$ cat config.mk
export PLATFORM = sky130hd
export DESIGN_NAME = csa_queue
export DESIGN_NICKNAME = d
export VERILOG_FILES = /design/src/rtl/csa_pkg.sv /design/src/rtl/csa_queue.sv
export SDC_FILE = /design/constraint.sdc
export NUM_CORES = 1
export LEC_CHECK = 0
export ABC_CLOCK_PERIOD_IN_PS = 15800
export BUFFER_PORTS_ARGS = -buffer_cell sky130_fd_sc_hd__buf_2
export CORE_AREA = 5 5 276 278
export DETAILED_ROUTE_END_ITERATION = 7
export DIE_AREA = 0 0 281 283
export PLACE_DENSITY = 0.81
export SETUP_SLACK_MARGIN = 0.05
export SLEW_MARGIN = 20
export SYNTH_ARGS = -nofsm -noshare
export SYNTH_HDL_FRONTEND = slang
export SYNTH_SLANG_ARGS = --single-unit
export TNS_END_PERCENT = 10
$ cat constraint.sdc
create_clock -name clock -period 15.8 [get_ports clock]
set_input_delay 1.58 -clock clock [delete_from_list [all_inputs] [get_ports clock]]
set_output_delay 1.58 -clock clock [all_outputs]
set_load 0.02 [all_outputs]
$ cat src/rtl/csa_pkg.sv
package csa_pkg;

   localparam int SAMPLE_W  = 16;
   localparam int ACC_W     = 48;
   localparam int BIN_W     = 7;
   localparam int NUM_BINS  = 128;
   localparam int NUM_CROSS = 4;
   localparam int PROD_W    = 2 * SAMPLE_W;
   localparam int TERM_W    = PROD_W + 1;
   // power of two, so queue pointers wrap on their own
   localparam int QDEPTH    = 4;
   localparam int QIDX_W    = $clog2(QDEPTH);
   localparam int OCC_W     = $clog2(QDEPTH + 1);
   localparam int POWER_W   = ACC_W - 1;

   typedef logic signed [SAMPLE_W-1:0] sample_type;
   typedef logic signed [PROD_W-1:0]   prod_type;
   typedef logic signed [TERM_W-1:0]   term_type;
   typedef logic [ACC_W-1:0]           acc_type;

   typedef struct packed {
      logic [BIN_W-1:0] bin_index;
      logic             start_flag;
      sample_type       ref_real;
      sample_type       ref_imag;
      sample_type       ch1_real;
      sample_type       ch1_imag;
      sample_type       ch2_real;
      sample_type       ch2_imag;
      sample_type       ch3_real;
      sample_type       ch3_imag;
      sample_type       ch4_real;
      sample_type       ch4_imag;
   } req_word_type;

   typedef struct packed {
      logic [BIN_W-1:0]         out_bin;
      logic [POWER_W-1:0]       ref_power_sum;
      logic signed [ACC_W-1:0]  cross1_real_sum;
      logic signed [ACC_W-1:0]  cross1_imag_sum;
      logic signed [ACC_W-1:0]  cross2_real_sum;
      logic signed [ACC_W-1:0]  cross2_imag_sum;
      logic signed [ACC_W-1:0]  cross3_real_sum;
      logic signed [ACC_W-1:0]  cross3_imag_sum;
      logic signed [ACC_W-1:0]  cross4_real_sum;
      logic signed [ACC_W-1:0]  cross4_imag_sum;
   } rsp_word_type;

   // one classified item: bin, clear request and the product terms to add
   typedef struct packed {
      logic [BIN_W-1:0]               bin_index;
      logic                           start_flag;
      term_type                       power_term;
      logic [NUM_CROSS-1:0][TERM_W-1:0] cross_re;
      logic [NUM_CROSS-1:0][TERM_W-1:0] cross_im;
   } work_type;

   // all sums of one bin
   typedef struct packed {
      acc_type                         power;
      logic [NUM_CROSS-1:0][ACC_W-1:0] cross_re;
      logic [NUM_CROSS-1:0][ACC_W-1:0] cross_im;
   } row_type;

   typedef enum logic {
      ST_IDLE,
      ST_UPDATE
   } back_state_type;

   function automatic acc_type sat_add(input acc_type acc, input logic [TERM_W-1:0] term);
      logic [ACC_W:0] sum;
      acc_type        res;
      sum = {acc[ACC_W-1], acc} + {{(ACC_W + 1 - TERM_W){term[TERM_W-1]}}, term};
      if (sum[ACC_W] != sum[ACC_W-1]) begin
         res = sum[ACC_W] ? {1'b1, {(ACC_W - 1){1'b0}}} : {1'b0, {(ACC_W - 1){1'b1}}};
      end else begin
         res = sum[ACC_W-1:0];
      end
      return res;
   endfunction

endpackage

$ cat src/rtl/csa_queue.sv
module csa_queue import csa_pkg::*; (
   input  logic     clock,
   input  logic     reset,
   input  logic     push_valid,
   input  work_type push_word,
   input  logic     q_pop,
   output logic     q_valid,
   output work_type q_head
);

   work_type          slot_ff [QDEPTH];
   logic [QIDX_W-1:0] wr_ptr_ff, rd_ptr_ff;
   logic [OCC_W-1:0]  count_ff;

   assign q_valid = (count_ff != '0);
   assign q_head  = slot_ff[rd_ptr_ff];

   always_ff @(posedge clock) begin
      if (reset) begin
         wr_ptr_ff <= '0;
         rd_ptr_ff <= '0;
         count_ff  <= '0;
      end else begin
         if (push_valid) begin
            wr_ptr_ff <= wr_ptr_ff + QIDX_W'(1);
         end
         if (q_pop) begin
            rd_ptr_ff <= rd_ptr_ff + QIDX_W'(1);
         end
         count_ff <= count_ff + OCC_W'(push_valid) - OCC_W'(q_pop);
      end
   end

   always_ff @(posedge clock) begin
      if (push_valid) begin
         slot_ff[wr_ptr_ff] <= push_word;
      end
   end

endmodule

Yosys cells after proc, flatten, opt, wreduce, memory -nomap -nowiden. Memories as Yosys holds them, arrays and structs flattened. A register that Yosys moved wholly into a read port is not among the register bits. Cells that the tools add are included.

Add/sub/neg operators: 4. $mul: 0. Equality and inequality tests: 0. Bitwise operators: 0. Magnitude comparators: 0. Div/mod/pow operators: 0. Shift-type cells: 0. Muxes and demuxes: 4. Reductions and logical operators: 1.

Operator list (count): $add 2x1->2 const B (2); $mux 2 (2); $add 3x1->3 (1); $reduce_bool 3->1 (1); $sub 3x1->3 (1); $mux 1 (2).

Memories: 1. Bits of input ports: 309. Output and inout bits: 306. Word-level logic and storage cells: 13. RAM bits: 1220. Memory bits (read-only): 0. Latch bits: 0. Bits in registers: 7.

Memories: slot_ff (depth 4, width 305, rd ports 1, clocked after memory_dff 1, wr ports 1, line csa_queue.sv:11) `work_type slot_ff [QDEPTH];`.

Longest topological paths before layout.
Word-level depth: 3. Gate-level depth with buffers: 7. Gate-level depth less buffers: 7.

Worst setup path after synthesis. Ideal clock, no wire load.

Kind: input port to flip-flop. From: in push_valid. To: mem slot_ff[0][0] (netlist name), enable pin. Library setup time: 0.704 ns. Path buffers: 0. Path slack: 6.638 ns. Cell stages on the path: 1. Arrival: 8.458 ns. Required time: 15.096 ns. Cell sequence: and2_1.

Cells in the longest elaborated chain, start to end: 2.

Ends and longest elaborated chain: start: declaration (line csa_queue.sv:4) `input logic push_valid,`; $mux 1 (line csa_queue.sv:35) `if (push_valid) begin`; $mux 1 (implied by the code) (line csa_queue.sv:36) `slot_ff[wr_ptr_ff] <= push_word;`; end: declaration (line csa_queue.sv:11).

No other way between the ends.

==> out/metrics.cfg <==
[run_status]
status = finished clean

[power]
seq_power_share_pct = 52.6
ir_drop_mv = 0.143
sw_frac_of_total_pct = 22.9
p_leak_uw = 0.0174
p_clk_share_pct = 36.9
p_int_uw = 5580
finalPower_uw = 7230
pwr_density_cell_nw_per_um2 = 138
p_comb_share_pct = 10.5
p_switching_uw = 1650

[timing]
setup_viol_count_final = 0
fin_skew_ns = 0.0242
tns_ns = 0
slew_violations = 0
min_period_over_period_pct = 36.0
max_freq_mhz = 176
rsz0062_at_grt = no
hold_viol = 0
whs_ns = 0.552
fin_crit_ns = 5.69
relSlewSlack_pct = 28.4
worstMarginPinSlew_ns = 1.07

[clock_network]
cts_setup_buffers = 0
ctsHoldBuffers = 0
cts_tree = yes
h-tree-depth = 3
clkLatencyLatePin_ns = 0.68
cts-resized-gates = 0
clockRootBuffer = clkbuf_16
clk_pin_slew_ns = 0.06
cts_buffers = 116
cts_sinks = 1229
cts_buffer_depth = 3

[placed_design]
port_buffers = 614
dp_hpwl_um = 59000
routabilityCongestion = 0.815

[die]
io-pin-count = 615
die_area_um2 = 79500
die_h_um = 283
num_rows = 100
start_util_pct = 60.3
coreArea_um2 = 73700
die_x_um = 281

[grt]
grt_pass1_wl_um = 142000
use_met1_pct = 29.7
grt_max_degree = 105
grt_usage_pct = 24.2
overflow = 0
grt_pass1_vias = 22020
use_met3_pct = 5.53
gr-usage-met2_pct = 41.1
globalRoute.busiestLayer = met2
antenna_found_initial = 46

[finish]
syn_to_final_growth_pct = 17.6
seqCellArea_um2 = 36800
fillers = 4066
nets = 2639
drive_gt1_share_pct = 45.6
multi_input_area_um2 = 7110

[setup_path]
crit_top_cell = buf_4
cp-end-kind = primary output
critical_path.max_fanout = 70
cp-start-kind = register
cp_slowest_cell = dfxtp_4
arrival_ns = 4.11
slowest_delay_ns = 0.92
critPathKind = reg -> out
path_cells = buf_4 > buf_4 > mux4_2 > buf_2
required_ns = 14.22

[route]
wl_per_cell_um = 28.3
postRouteAntennaNets = 0
routed_wl_um = 97000
drt_iter0_drc = 1546
vias = 20522
dr.pass1.iters = 7
routed_via_density = 6.00
route.detailed.drc = 0

[yosys]
syn-num-nets = 1950
synth.distinct_cells = 19
yosysSeqAreaShare_pct = 82.8
synth_area_per_cell_um2 = 27.2
synthCells = 1634
netlist_area_um2 = 44500
ys_warn_count = 0
ys_seq_elements = 1229

[flow_run]
drv_cap = 0

[hold_path]
min_path_type = reg -> reg

-- path summary, 6_finish.rpt --
kind         depth (start not counted)  slack (ns)          from         endpoint
max                                  4       10.11      register      q_head[256]
min                                  2        0.55  rd_ptr_ff[0]         register
max reg2reg                          5       12.04  wr_ptr_ff[0]  slot_ff[0][258]
min reg2reg                          2        0.55  rd_ptr_ff[0]         register
-- state kept, by name, indices dropped and copies added, names as in the netlist, named ones only --
name and count:
count_ff 3, rd_ptr_ff 2, slot_ff 1220, wr_ptr_ff 2
-- per-stage QoR --
| step | setup WS (ns) | utilization [%] | cells | instance area [um^2] |
|---|---|---|---|---|
| 2_1_floorplan | 6.64 | - | 1634 | 44500 |
| 3_3_place_gp | 10.82 | 65.7 | 3173 | 48400 |
| 3_5_place_dp | 10.82 | 65.7 | 3173 | 48400 |
| 4_1_cts | 10.07 | 70.8 | 3382 | 52200 |
| 5_1_grt | 9.95 | 70.9 | 3410 | 52200 |
| 6_report | 10.11 | 70.9 | 3423 | 52300 |
-- placed cells by master, fill, tap and decap left out, types with 6 or more instances in the layout --
master,Yosys,routed
mux4_2,305,305
dfxtp_1,9,7
diode_2,0,40
ha_1,6,6
bufinv_16,0,10
clkinv_2,0,13
inv_1,6,6
clkbuf_16,0,118
buf_2,32,614
edfxtp_1,1220,1220
buf_4,0,22
clkbuf_1,7,31
clkinv_1,0,28
-- cell type report --
| type | count | area share [%] |
|---|---|---|
| clock buffers | 149 | 5.87 |
| diodes | 40 | 0.191 |
| repair buffers | 639 | 6.31 |
| clock inverters | 60 | 1.22 |
| inverters | 6 | 0.0431 |
| well taps | 969 | 2.32 |
| flip-flops and latches | 1229 | 70.4 |
| multi-input cells | 331 | 13.6 |
-- power groups by stage --
stage	Clock, uW	Combinational (uW)	Sequential (uW)
4_1_cts	2720	769	3800
5_1_grt	2880	800	3810
3_3_place_gp	0	745	3850
6_report	2670	757	3800
2_1_floorplan	0	485	3890
3_5_place_dp	0	760	3870
-- synthesized netlist by cell type, drive strengths merged --
cell type,instances,area [um^2]
xnor2,2,17.5
and2,4,25.0
dfxtp,9,180
a21bo,1,10.0
edfxtp,1220,36600
ha,6,75.1
buf,61,487
nor2b,2,12.5
nand3b,1,7.51
mux4,305,6870
xor3,1,23.8
inv,6,22.5
mux2i,1,10.0
a21oi,1,5.00
nor2,5,18.8
fa,1,20.0
clkbuf,7,26.3
or3,1,6.26
-- logic make-up after synthesis --
kind of cell / Yosys count / share of synthesized area, %
compound gates: 2 / 0.0338
mux: 306 / 15.5
xor+xnor: 3 / 0.0929
fa+ha+maj: 7 / 0.214
buf+inv: 74 / 1.20
flops: 1229 / 82.8
simple gates: 13 / 0.158
-- per-layer routing --
layer  vias to the layer above  share of wire (%)
met1                     10695                 34
met4                        16                4.9
li1                       8545                  -
met2                      1018                 53
met5                         -               0.11
met3                       248                7.8
-- critical path, delay by kind of cell, from the launching register on --
kind | cells | cell delay (ns)
buffers and inverters | 3 | 1.92
flip-flops | 1 | 0.92
multiplexers | 1 | 0.44
Power figures use the tool's default switching activity.
